==> src/vlprb_pkg.sv <==
// ----------------------------------------------------------------------------
// vlprb_pkg
// Shared types and constants of the variable-length packet ring buffer.
// ----------------------------------------------------------------------------
package vlprb_pkg;

	// Default ring size in bytes and header size in bytes
	localparam int STORE_BYTES_DEF  = 1024;
	localparam int HEADER_BYTES_DEF = 8;

	// Header bytes that carry fields: address 4, port 2, length 2
	localparam int HDR_FIELD_BYTES = 8;

	// Field widths
	localparam int ADDR_W = 32;
	localparam int PORT_W = 16;
	localparam int LEN_W  = 10;
	localparam int BYTE_W = 8;

	// Item codes
	typedef enum logic [2:0] {
		K_PUSH_HDR  = 3'd0,
		K_PUSH_BYTE = 3'd1,
		K_READ_HDR  = 3'd2,
		K_READ_BYTE = 3'd3,
		K_POP       = 3'd4
	} kind_t;

	// Result status codes
	typedef enum logic [1:0] {
		STAT_OK      = 2'd0,
		STAT_NOSPACE = 2'd1,
		STAT_EMPTY   = 2'd2,
		STAT_IGNORED = 2'd3
	} stat_t;

	// Sequencer states
	typedef enum logic [1:0] {
		S_IDLE = 2'd0,
		S_HDR  = 2'd1,
		S_RDB  = 2'd2,
		S_POP  = 2'd3
	} state_t;

endpackage

==> src/vlprb_ctrl.sv <==
// ----------------------------------------------------------------------------
// vlprb_ctrl
// Sequencer of the packet ring: ring pointers, staged packet, cached front
// header, and the read/write schedule of the byte memory.
// ----------------------------------------------------------------------------
module vlprb_ctrl
	import vlprb_pkg::*;
#(
	parameter int STORE_BYTES  = STORE_BYTES_DEF,
	parameter int HEADER_BYTES = HEADER_BYTES_DEF,
	localparam int PW = $clog2(STORE_BYTES)
) (
	input  logic              clk,
	input  logic              arst_n,
	input  logic              start,
	output logic              busy,
	input  logic [2:0]        kind,
	input  logic [ADDR_W-1:0] in_address,
	input  logic [PORT_W-1:0] in_port,
	input  logic [LEN_W-1:0]  in_length,
	input  logic [BYTE_W-1:0] in_byte,
	input  logic [LEN_W-1:0]  byte_offset,
	output logic              done,
	output logic [1:0]        status,
	output logic [ADDR_W-1:0] front_address,
	output logic [PORT_W-1:0] front_port,
	output logic [LEN_W-1:0]  front_length,
	output logic [BYTE_W-1:0] out_byte,
	output logic              is_empty,
	// byte memory port
	output logic              ram_we,
	output logic [PW-1:0]     ram_waddr,
	output logic [7:0]        ram_wdata,
	output logic              ram_re,
	output logic [PW-1:0]     ram_raddr,
	input  logic [7:0]        ram_rdata
);

	localparam int CW  = ((PW > LEN_W + 1) ? PW : LEN_W + 1) + 1;
	localparam int HW  = HEADER_BYTES * 8;
	localparam int HCW = $clog2(HEADER_BYTES);
	localparam int FW  = HDR_FIELD_BYTES * 8;
	localparam logic [CW-1:0] S_C  = CW'(STORE_BYTES);
	localparam logic [CW-1:0] HB_C = CW'(HEADER_BYTES);

	// Ring-wrapped pointer add, valid for n below the ring size
	function automatic logic [PW-1:0] wrap_add(input logic [PW-1:0] p,
			input logic [CW-1:0] n);
		logic [CW-1:0] sum;
		sum = CW'(p) + n;
		if (sum >= S_C) begin
			sum = sum - S_C;
		end
		return sum[PW-1:0];
	endfunction

	state_t            state_q, state_d;
	logic [PW-1:0]     rp_q, wp_q, stg_q, wa_q, ra_q;
	logic [LEN_W-1:0]  pending_q;
	logic              open_q;
	logic [HW-1:0]     hdr_q;
	logic [HCW-1:0]    cnt_q;
	logic [3:0]        iss_q;
	logic [2:0]        got_q;
	logic              rv_s1;
	logic [FW-1:0]     asm_q;
	logic [ADDR_W-1:0] stg_addr_q, faddr_q;
	logic [PORT_W-1:0] stg_port_q, fport_q;
	logic [LEN_W-1:0]  stg_len_q, flen_q;
	logic              done_q;
	stat_t             status_q, fin_status;
	logic [BYTE_W-1:0] ob_q;
	logic              fin;

	logic              empty;
	logic [CW-1:0]     used, free_b, need;
	logic              no_space, offs_bad;
	logic [PW-1:0]     pop_rp, rdb_addr, stg_next, hdr_end, wa_next, ra_next;
	logic [FW-1:0]     asm_nx;

	// Pointer arithmetic and checks
	always_comb begin
		empty    = (rp_q == wp_q);
		used     = (wp_q >= rp_q) ? (CW'(wp_q) - CW'(rp_q)) : (CW'(wp_q) + S_C - CW'(rp_q));
		free_b   = S_C - CW'(1) - used;
		need     = HB_C + CW'(in_length);
		no_space = (need > free_b);
		offs_bad = (byte_offset >= flen_q);
		pop_rp   = wrap_add(rp_q, HB_C + CW'(flen_q));
		rdb_addr = wrap_add(rp_q, HB_C + CW'(byte_offset));
		stg_next = wrap_add(stg_q, CW'(1));
		hdr_end  = wrap_add(wp_q, HB_C);
		wa_next  = wrap_add(wa_q, CW'(1));
		ra_next  = wrap_add(ra_q, CW'(1));
		asm_nx   = {ram_rdata, asm_q[FW-1:8]};
	end

	// State register
	always_ff @(posedge clk or negedge arst_n) begin
		if (!arst_n) begin
			state_q <= S_IDLE;
		end else begin
			state_q <= state_d;
		end
	end

	// Next state, memory schedule, finish strobe
	always_comb begin
		state_d    = state_q;
		ram_we     = 1'b0;
		ram_waddr  = stg_q;
		ram_wdata  = in_byte;
		ram_re     = 1'b0;
		ram_raddr  = rdb_addr;
		fin        = 1'b0;
		fin_status = STAT_OK;
		case (state_q)
			S_IDLE: begin
				if (start) begin
					case (kind)
						K_PUSH_HDR: begin
							if (no_space) begin
								fin        = 1'b1;
								fin_status = STAT_NOSPACE;
							end else begin
								state_d = S_HDR;
							end
						end
						K_PUSH_BYTE: begin
							fin = 1'b1;
							if (!open_q) begin
								fin_status = STAT_IGNORED;
							end else begin
								ram_we = 1'b1;
							end
						end
						K_READ_HDR: begin
							fin        = 1'b1;
							fin_status = empty ? STAT_EMPTY : STAT_OK;
						end
						K_READ_BYTE: begin
							if (empty) begin
								fin        = 1'b1;
								fin_status = STAT_EMPTY;
							end else if (offs_bad) begin
								fin        = 1'b1;
								fin_status = STAT_IGNORED;
							end else begin
								ram_re  = 1'b1;
								state_d = S_RDB;
							end
						end
						K_POP: begin
							if (empty) begin
								fin        = 1'b1;
								fin_status = STAT_EMPTY;
							end else if (pop_rp == wp_q) begin
								fin = 1'b1;
							end else begin
								state_d = S_POP;
							end
						end
						default: begin
							fin        = 1'b1;
							fin_status = STAT_IGNORED;
						end
					endcase
				end
			end
			S_HDR: begin
				ram_we    = 1'b1;
				ram_waddr = wa_q;
				ram_wdata = hdr_q[7:0];
				if (cnt_q == HCW'(HEADER_BYTES - 1)) begin
					fin     = 1'b1;
					state_d = S_IDLE;
				end
			end
			S_RDB: begin
				fin     = 1'b1;
				state_d = S_IDLE;
			end
			S_POP: begin
				ram_re    = (iss_q != 4'(HDR_FIELD_BYTES));
				ram_raddr = ra_q;
				if (rv_s1 && got_q == 3'(HDR_FIELD_BYTES - 1)) begin
					fin     = 1'b1;
					state_d = S_IDLE;
				end
			end
			default: begin
				state_d = S_IDLE;
			end
		endcase
	end

	// Pointers, staged packet, front header cache
	always_ff @(posedge clk or negedge arst_n) begin
		if (!arst_n) begin
			rp_q      <= '0;
			wp_q      <= '0;
			stg_q     <= '0;
			pending_q <= '0;
			open_q    <= 1'b0;
			faddr_q   <= '0;
			fport_q   <= '0;
			flen_q    <= '0;
			cnt_q     <= '0;
			iss_q     <= '0;
			got_q     <= '0;
			rv_s1     <= 1'b0;
			done_q    <= 1'b0;
			status_q  <= STAT_OK;
			ob_q      <= '0;
		end else begin
			done_q <= fin;
			rv_s1  <= ram_re && (state_q == S_POP);
			if (fin) begin
				status_q <= fin_status;
				ob_q     <= (state_q == S_RDB) ? ram_rdata : '0;
			end
			case (state_q)
				S_IDLE: begin
					if (start) begin
						case (kind)
							K_PUSH_HDR: begin
								// open a new packet, drop any unfinished one
								if (!no_space) begin
									open_q    <= 1'b0;
									pending_q <= in_length;
									cnt_q     <= '0;
								end
							end
							K_PUSH_BYTE: begin
								// advance staging, commit on last byte
								if (open_q) begin
									stg_q     <= stg_next;
									pending_q <= pending_q - LEN_W'(1);
									if (pending_q == LEN_W'(1)) begin
										wp_q   <= stg_next;
										open_q <= 1'b0;
										if (empty) begin
											faddr_q <= stg_addr_q;
											fport_q <= stg_port_q;
											flen_q  <= stg_len_q;
										end
									end
								end
							end
							K_POP: begin
								// drop the front packet
								if (!empty) begin
									rp_q  <= pop_rp;
									iss_q <= '0;
									got_q <= '0;
									if (pop_rp == wp_q) begin
										faddr_q <= '0;
										fport_q <= '0;
										flen_q  <= '0;
									end
								end
							end
							default: begin
							end
						endcase
					end
				end
				S_HDR: begin
					cnt_q <= cnt_q + HCW'(1);
					if (cnt_q == HCW'(HEADER_BYTES - 1)) begin
						stg_q <= hdr_end;
						if (pending_q == '0) begin
							wp_q <= hdr_end;
							if (empty) begin
								faddr_q <= stg_addr_q;
								fport_q <= stg_port_q;
								flen_q  <= stg_len_q;
							end
						end else begin
							open_q <= 1'b1;
						end
					end
				end
				S_POP: begin
					if (ram_re) begin
						iss_q <= iss_q + 4'd1;
					end
					if (rv_s1) begin
						got_q <= got_q + 3'd1;
						if (got_q == 3'(HDR_FIELD_BYTES - 1)) begin
							faddr_q <= asm_nx[ADDR_W-1:0];
							fport_q <= asm_nx[ADDR_W+PORT_W-1:ADDR_W];
							flen_q  <= asm_nx[ADDR_W+PORT_W+LEN_W-1:ADDR_W+PORT_W];
						end
					end
				end
				default: begin
				end
			endcase
		end
	end

	// Payload registers: header bytes, staged fields, address walkers
	always_ff @(posedge clk) begin
		case (state_q)
			S_IDLE: begin
				if (start && kind == K_PUSH_HDR && !no_space) begin
					hdr_q      <= HW'({6'd0, in_length, in_port, in_address});
					wa_q       <= wp_q;
					stg_addr_q <= in_address;
					stg_port_q <= in_port;
					stg_len_q  <= in_length;
				end
				if (start && kind == K_POP) begin
					ra_q <= pop_rp;
				end
			end
			S_HDR: begin
				hdr_q <= hdr_q >> 8;
				wa_q  <= wa_next;
			end
			S_POP: begin
				if (ram_re) begin
					ra_q <= ra_next;
				end
				if (rv_s1) begin
					asm_q <= asm_nx;
				end
			end
			default: begin
			end
		endcase
	end

	assign busy          = (state_q != S_IDLE);
	assign done          = done_q;
	assign status        = status_q;
	assign out_byte      = ob_q;
	assign front_address = faddr_q;
	assign front_port    = fport_q;
	assign front_length  = flen_q;
	assign is_empty      = empty;

	// Results appear only once the sequencer is back at rest
	assert property (@(posedge clk) disable iff (!arst_n)
		done_q |-> (state_q == S_IDLE))
		else $error("result strobe while sequencer busy");

	// Empty ring reports a cleared front header
	assert property (@(posedge clk) disable iff (!arst_n)
		empty |-> (faddr_q == '0 && fport_q == '0 && flen_q == '0))
		else $error("front header not cleared on empty ring");

	// An open packet always owes at least one byte
	assert property (@(posedge clk) disable iff (!arst_n)
		open_q |-> (pending_q != '0))
		else $error("open packet with no bytes pending");

	// Header fetch never overlaps a memory write
	assert property (@(posedge clk) disable iff (!arst_n)
		(state_q == S_POP) |-> !ram_we)
		else $error("memory write during header fetch");

endmodule
==> config.mk <==
export PLATFORM = sky130hd
export DESIGN_NAME = vlprb_ctrl
export DESIGN_NICKNAME = d
export VERILOG_FILES = /design/src/vlprb_pkg.sv /design/src/vlprb_ctrl.sv
export SDC_FILE = /design/constraint.sdc
export NUM_CORES = 1
export LEC_CHECK = 0
export ABC_AREA = 1
export BUFFER_PORTS_ARGS = -buffer_cell sky130_fd_sc_hd__buf_2
export CAP_MARGIN = 25
export CORE_MARGIN = 3
export CORE_UTILIZATION = 50
export CTS_CLUSTER_DIAMETER = 50
export DETAILED_ROUTE_END_ITERATION = 10
export PLACE_DENSITY = 0.7
export SLEW_MARGIN = 20
export SYNTH_ARGS = -nofsm -noshare
export SYNTH_HDL_FRONTEND = slang
export SYNTH_SLANG_ARGS = --single-unit
==> constraint.sdc <==
create_clock -name clk -period 11.35 [get_ports clk]
set_clock_uncertainty 0.2 [all_clocks]
set_input_delay 2.27 -clock clk [delete_from_list [all_inputs] [get_ports clk]]
set_output_delay 2.27 -clock clk [all_outputs]
set_load 0.01 [all_outputs]
# Word level (Yosys, flattened, before mapping)
# Index checks and enable logic that the tools add are counted.
word_totals:
  reg_bits: 329
  input_bits: 90
  output_inout_bits: 101
  word_cells: 256
classes:
  add_sub_neg: 23
  n_lt_le_gt_ge: 9
  eq_ne: 43
  muxes: 128
  n_bitwise: 1
  reduce_logical: 29
ops:
  columns: ["op", "n"]
  rows:
  - ["two-way mux 10 bit", 33]
  - ["two-way mux 32 bit", 10]
  - ["two-way mux 16 bit", 10]
  - ["one-hot mux 64 bit (2 select lines)", 1]
  - ["one-hot mux 10 bit (2 select lines)", 6]
  - ["one-hot mux 32 bit (3 select lines)", 1]
  - ["subtractor 10 x 1 -> 10 bit (second input constant)", 7]
  - ["two-way mux 64 bit", 1]
  - ["one-hot mux 32 bit (2 select lines)", 1]
  - ["one-hot mux 16 bit (3 select lines)", 1]
  - ["greater-or-equal comparator 11 bit (second input constant)", 4]
  - ["!= test 2 bit (second input constant)", 17]
  - ["adder 10 x 1 -> 11 bit (second input constant)", 3]
  - ["adder 4 x 10 -> 11 bit (first input constant)", 3]
  - ["one-hot mux 16 bit (2 select lines)", 1]
  - ["one-hot mux 10 bit (3 select lines)", 1]
  - ["two-way mux 2 bit", 14]
  - ["adder 10 x 11 -> 12 bit", 2]
  - ["greater-or-equal comparator 12 x 11 -> 1 bit (second input constant)", 2]
  - ["!= test 3 bit (second input constant)", 8]
  - ["two-way mux 1 bit", 22]
  - ["two-way mux 3 bit", 7]
  - ["equality test 10 bit", 2]
  - ["greater-or-equal comparator 10 bit", 2]
  - ["other kinds (45)", 74]

# Logic depth before layout (Yosys ltp)
logic_depth:
  depth_word: 10
  ltp_mapped: 26
  depth_no_buf: 25

# Worst setup path before layout
# Ideal clock, no wire load.
synth_timing:
  kind: "input to output"
  start: "input byte_offset[1]"
  end: "output ram_raddr[9]"
  t_arrival_ns: 4.426
  required_time_ns: 8.880
  setup_slack_ns: 4.454
  path_stages: 15
  path_buffers: 0
  path_cell_list: "ha_1 -> ha_1 -> fa_1 -> nand3_1 -> nand3_1 -> nand2_1 -> inv_1 -> or2_2 -> a21oi_1 -> nor2_1 -> nor2_1 -> nor2_1 -> nor2_1 -> xor2_1 -> o21ai_0"
synth_via:
  elab_chain_cells: 5
  elab_cells_between_ends: 6
  classes_between: "add/sub (3); order compare (1); mux (2)"
synth_rtl:
  columns: ["element", "line_no", "text"]
  rows:
  - ["start, declared", "vlprb_ctrl.sv:22", "input logic [LEN_W-1:0] byte_offset,"]
  - ["adder 4 x 10 -> 11 bit (*)", "vlprb_ctrl.sv:90", "rdb_addr = wrap_add(rp_q, HB_C + CW'(byte_offset));"]
  - ["adder 10 x 11 -> 12 bit (*)", "vlprb_ctrl.sv:50", "sum = CW'(p) + n;"]
  - ["subtractor 10 x 1 -> 10 bit / greater-or-equal comparator 12 x 11 -> 1 bit (equally long branches)", "vlprb_ctrl.sv:52, vlprb_ctrl.sv:51", null]
  - ["two-way mux 10 bit (*)", "vlprb_ctrl.sv:51", "if (sum >= S_C) begin"]
  - ["two-way mux 10 bit (*)", "vlprb_ctrl.sv:117", "case (state_q)"]
  - ["end, declared", "vlprb_ctrl.sv:35", "output logic [PW-1:0] ram_raddr,"]
# Mark *: on every way between the ends. The rest lies on a longest branch, timed or not.

# Worst setup path in the final report
# Same ends and word-level chain as after synthesis.

==> results.sh <==
export IMPL_yosysTopAreaCell="edfxtp_1"
export IMPL_r2r_start="rp_q[5]"
export IMPL_cell_internal_pwr_mw=3.20
export IMPL_p_seq_frac=0.324
export IMPL_hold_path_cell_count=0
export IMPL_synth_area_per_cell_um2=8.60
export IMPL_gp_congestion=0.915
export IMPL_overflow=0
export IMPL_wirelength_mm=45.7
export IMPL_syn_inst=1946
export IMPL_synth_compound_area_frac=0.112
export IMPL_vias=13900
export IMPL_ios=191
export IMPL_vdd_drop_max_v=0.000169
export IMPL_post_cts_buffers=0
export IMPL_cts_tree="built"
export IMPL_maxCapViolations=0
export IMPL_ys_warn_count=0
export IMPL_p_sw_mw=2.27
export IMPL_synth_nets=2122
export IMPL_setup_worst_path_end_class="output pin"
export IMPL_setup_ws_ns=4.10
export IMPL_setup_viol=0
export IMPL_cts_hold_repair_buffers=0
export IMPL_synth_area_top_cells="edfxtp_1 (34%), dfrtp_1 (18%), nand2_1 (13%), ha_1 (6.2%), o21ai_0 (5.9%)"
export IMPL_r2r_slack_ns=6.30
export IMPL_grt_max_degree=81
export IMPL_clock_path_buffers=3
export IMPL_cts_root_buf="clkbuf_16"
export IMPL_synthMuxAreaShare=0.000598
export IMPL_synth_simple_area_share=0.207
export IMPL_die_w_um=189
export IMPL_synth_top_area_frac=0.345
export IMPL_antenna_left=0
export IMPL_die_h_um=189
export IMPL_ys_ff_latch=315
export IMPL_area_growth_pct=16.3
export IMPL_period_share=0.639
export IMPL_relSlewSlack=0.347
export IMPL_synth_xor_area_frac=0.0150
export IMPL_worstPathCellList="buf_2, ha_1, ha_1, fa_1, nand3_1, nand3_1, nand2_1, inv_1, or2_2, a21oi_1, nor2_1, nor2_1, nor2_1, nor2_1, xor2_1, o21ai_0, buf_2"
export IMPL_maxSlewViolCount=0
export IMPL_grt_pass1_vias=13200
export IMPL_avgRoutedWirePerCell_um=17.6
export IMPL_cts_made_buffers=41
export IMPL_hold_path_end="asm_q[35]"
export IMPL_synthTopCellsByCount="nand2_1 (585), inv_1 (223), o21ai_0 (196), edfxtp_1 (192), nor2_1 (164)"
export IMPL_synth_edf_count=192
export IMPL_io_buffers=190
export IMPL_initial_core_util=0.510
export IMPL_cp_max_fo=3
export IMPL_yosysSeqAreaShare=0.528
export IMPL_outcome="completed"
export IMPL_path_clk_slew_ns=0.06
export IMPL_cp_slowest_cell="fa_1"
export IMPL_cp_arrival_ns=4.78
export IMPL_drc_errors=0
export IMPL_pwr_density_cell_nw_per_um2=281
export IMPL_reg2reg_to="stg_port_q[14]"
export IMPL_nNetsFinal=2294
export IMPL_hp_start="asm_q[43]"
export IMPL_synth_top_family_by_area="simple AND/OR/NAND/NOR gates"
export IMPL_combinationalPowerShare=0.436
export IMPL_hold_class="flip-flop to flip-flop"
export IMPL_place_inst=2516
export IMPL_clkPwrFrac=0.240
export IMPL_netSwitchingFraction=0.415
export IMPL_crit_type="input pin to output pin"
export IMPL_cp_required_ns=8.88
export IMPL_rsz0062_at_grt="false"
export IMPL_cts_sinks=315
export IMPL_cts_max_level=2
export IMPL_synth_ff_type="edfxtp_1"
export IMPL_final_instance_count_excl_fill=2597
export IMPL_hpwl_mm=32.1
export IMPL_synth_most_common_cell="nand2_1"
export IMPL_num_rows=66
export IMPL_r2r_cells=21
export IMPL_die_area_um2=35700
export IMPL_drive_above_1_share=0.140
export IMPL_setup_tns_final_ns=0
export IMPL_syn_area_um2=16700
export IMPL_async_flop_share=0.390
export IMPL_max_stage_delay_ns=0.41
export IMPL_synth_distinct_cells=46
export IMPL_worst_slew_pin_slew_ns=0.980
export IMPL_drtPass1Iterations=6
export IMPL_antenna_found_initial=7
export IMPL_post_cts_resized=0
export IMPL_place_ws_ns=4.09
export IMPL_grt_usage=0.253
export IMPL_fmax_ghz=0.138
export IMPL_grt_pass1_wl_mm=71.8
export IMPL_via_per_inst=5.33
export IMPL_synthAdderAreaFrac=0.0656
export IMPL_hold_viol=0
export IMPL_crit_path_start_kind="input pin"
export IMPL_crit_top_cell="nor2_1"
export IMPL_leakage_nw=8.97
export IMPL_insertion_delay_ns=0.54
export IMPL_core_area_um2=32800
export IMPL_period_minus_slack_ns=7.25
export IMPL_dr_first_iter_drc_count=1220
-- area by class of cell --
type	count	area, um^2
Antenna cell	5	12.5
Inverter	231	871
Clock buffer	49	1110
Tap cell	442	553
Clock inverter	26	287
Sequential cell	315	8840
Timing Repair Buffer	202	1060
Multi-Input combinational cell	1327	6720
Fill cell	2915	13300
-- kinds of logic (layout without fill, tap and decap cells) --
group	count (synthesis)	after routing
adder cells (fa/ha/maj)	86	86
AND/OR/NAND/NOR	868	868
multiplexers	1	1
flip-flops	315	315
other	0	5
buffers and inverters	304	508
AO/OA/AOI/OAI	345	345
XOR/XNOR	27	27
-- power groups by stage --
stage | clock (mW) | combinational [mW] | sequential, mW
final | 1.31 | 2.39 | 1.77
after global routing | 1.38 | 2.73 | 1.80
after CTS | 1.33 | 2.39 | 1.77
after detailed placement | 0 | 2.38 | 1.79
after global placement | 0 | 2.33 | 1.78
after floorplan | 0 | 1.70 | 1.76
-- how the worst max path moves through the flow --
stage               slack (ns)      endpoint            from
global placement          4.12  ram_raddr[9]  byte_offset[1]
CTS                       4.09  ram_raddr[9]  byte_offset[1]
global route              3.87  ram_raddr[9]  byte_offset[1]
floorplan                 4.45  ram_raddr[9]  byte_offset[1]
detailed placement        4.09  ram_raddr[9]  byte_offset[1]
finish                    4.10  ram_raddr[9]  byte_offset[1]
-- registers in the layout, indices dropped and copies added, names as in the netlist, 16 cells and up --
name           count
stg_addr_q        32
stg_port_q        16
front_address     32
hdr_q             58
front_port        16
asm_q             56
-- through the flow --
step / util / hold WS [ns] / power [mW] / cell area [um^2]
final: 0.594 / 0.249 / 5.47 / 19500
after global placement: 0.550 / 0.234 / 4.11 / 18000
after floorplan: - / 0.227 / 3.46 / 16700
after CTS: 0.592 / 0.250 / 5.50 / 19400
after global routing: 0.593 / 0.258 / 5.92 / 19500
after detailed placement: 0.550 / 0.238 / 4.16 / 18000
-- worst max-delay path: cells and delay by family --
family | cells | cell delay, ns
simple gates | 8 | 0.82
compound gates | 2 | 0.27
xor+xnor | 1 | 0.16
buf+inv | 3 | 0.33
fa+ha+maj | 3 | 0.93
-- cells in the final DEF (no fill, tap or decap), types with 11 or more instances in the layout --
cell | synthesis | final
xor2_1 | 22 | 22
edfxtp_1 | 192 | 192
ha_1 | 83 | 81
buf_4 | 0 | 12
nand2_1 | 585 | 584
clkbuf_16 | 0 | 42
nand4_1 | 16 | 16
nand3_1 | 80 | 80
inv_1 | 223 | 221
dfrtp_1 | 123 | 123
nor2_1 | 164 | 164
a21oi_1 | 39 | 39
buf_2 | 7 | 189
nor3_1 | 11 | 11
o21ai_1 | 55 | 55
o21ai_0 | 196 | 196
-- metal layers --
layer,up-vias,global-route usage,wire length (um)
li1,6765,-,-
met4,8,0.0871,1580
met2,483,0.422,21700
met5,-,0,54
met3,101,0.0404,3090
met1,6494,0.339,19200
No activity file was read; power rests on OpenSTA's default activity.
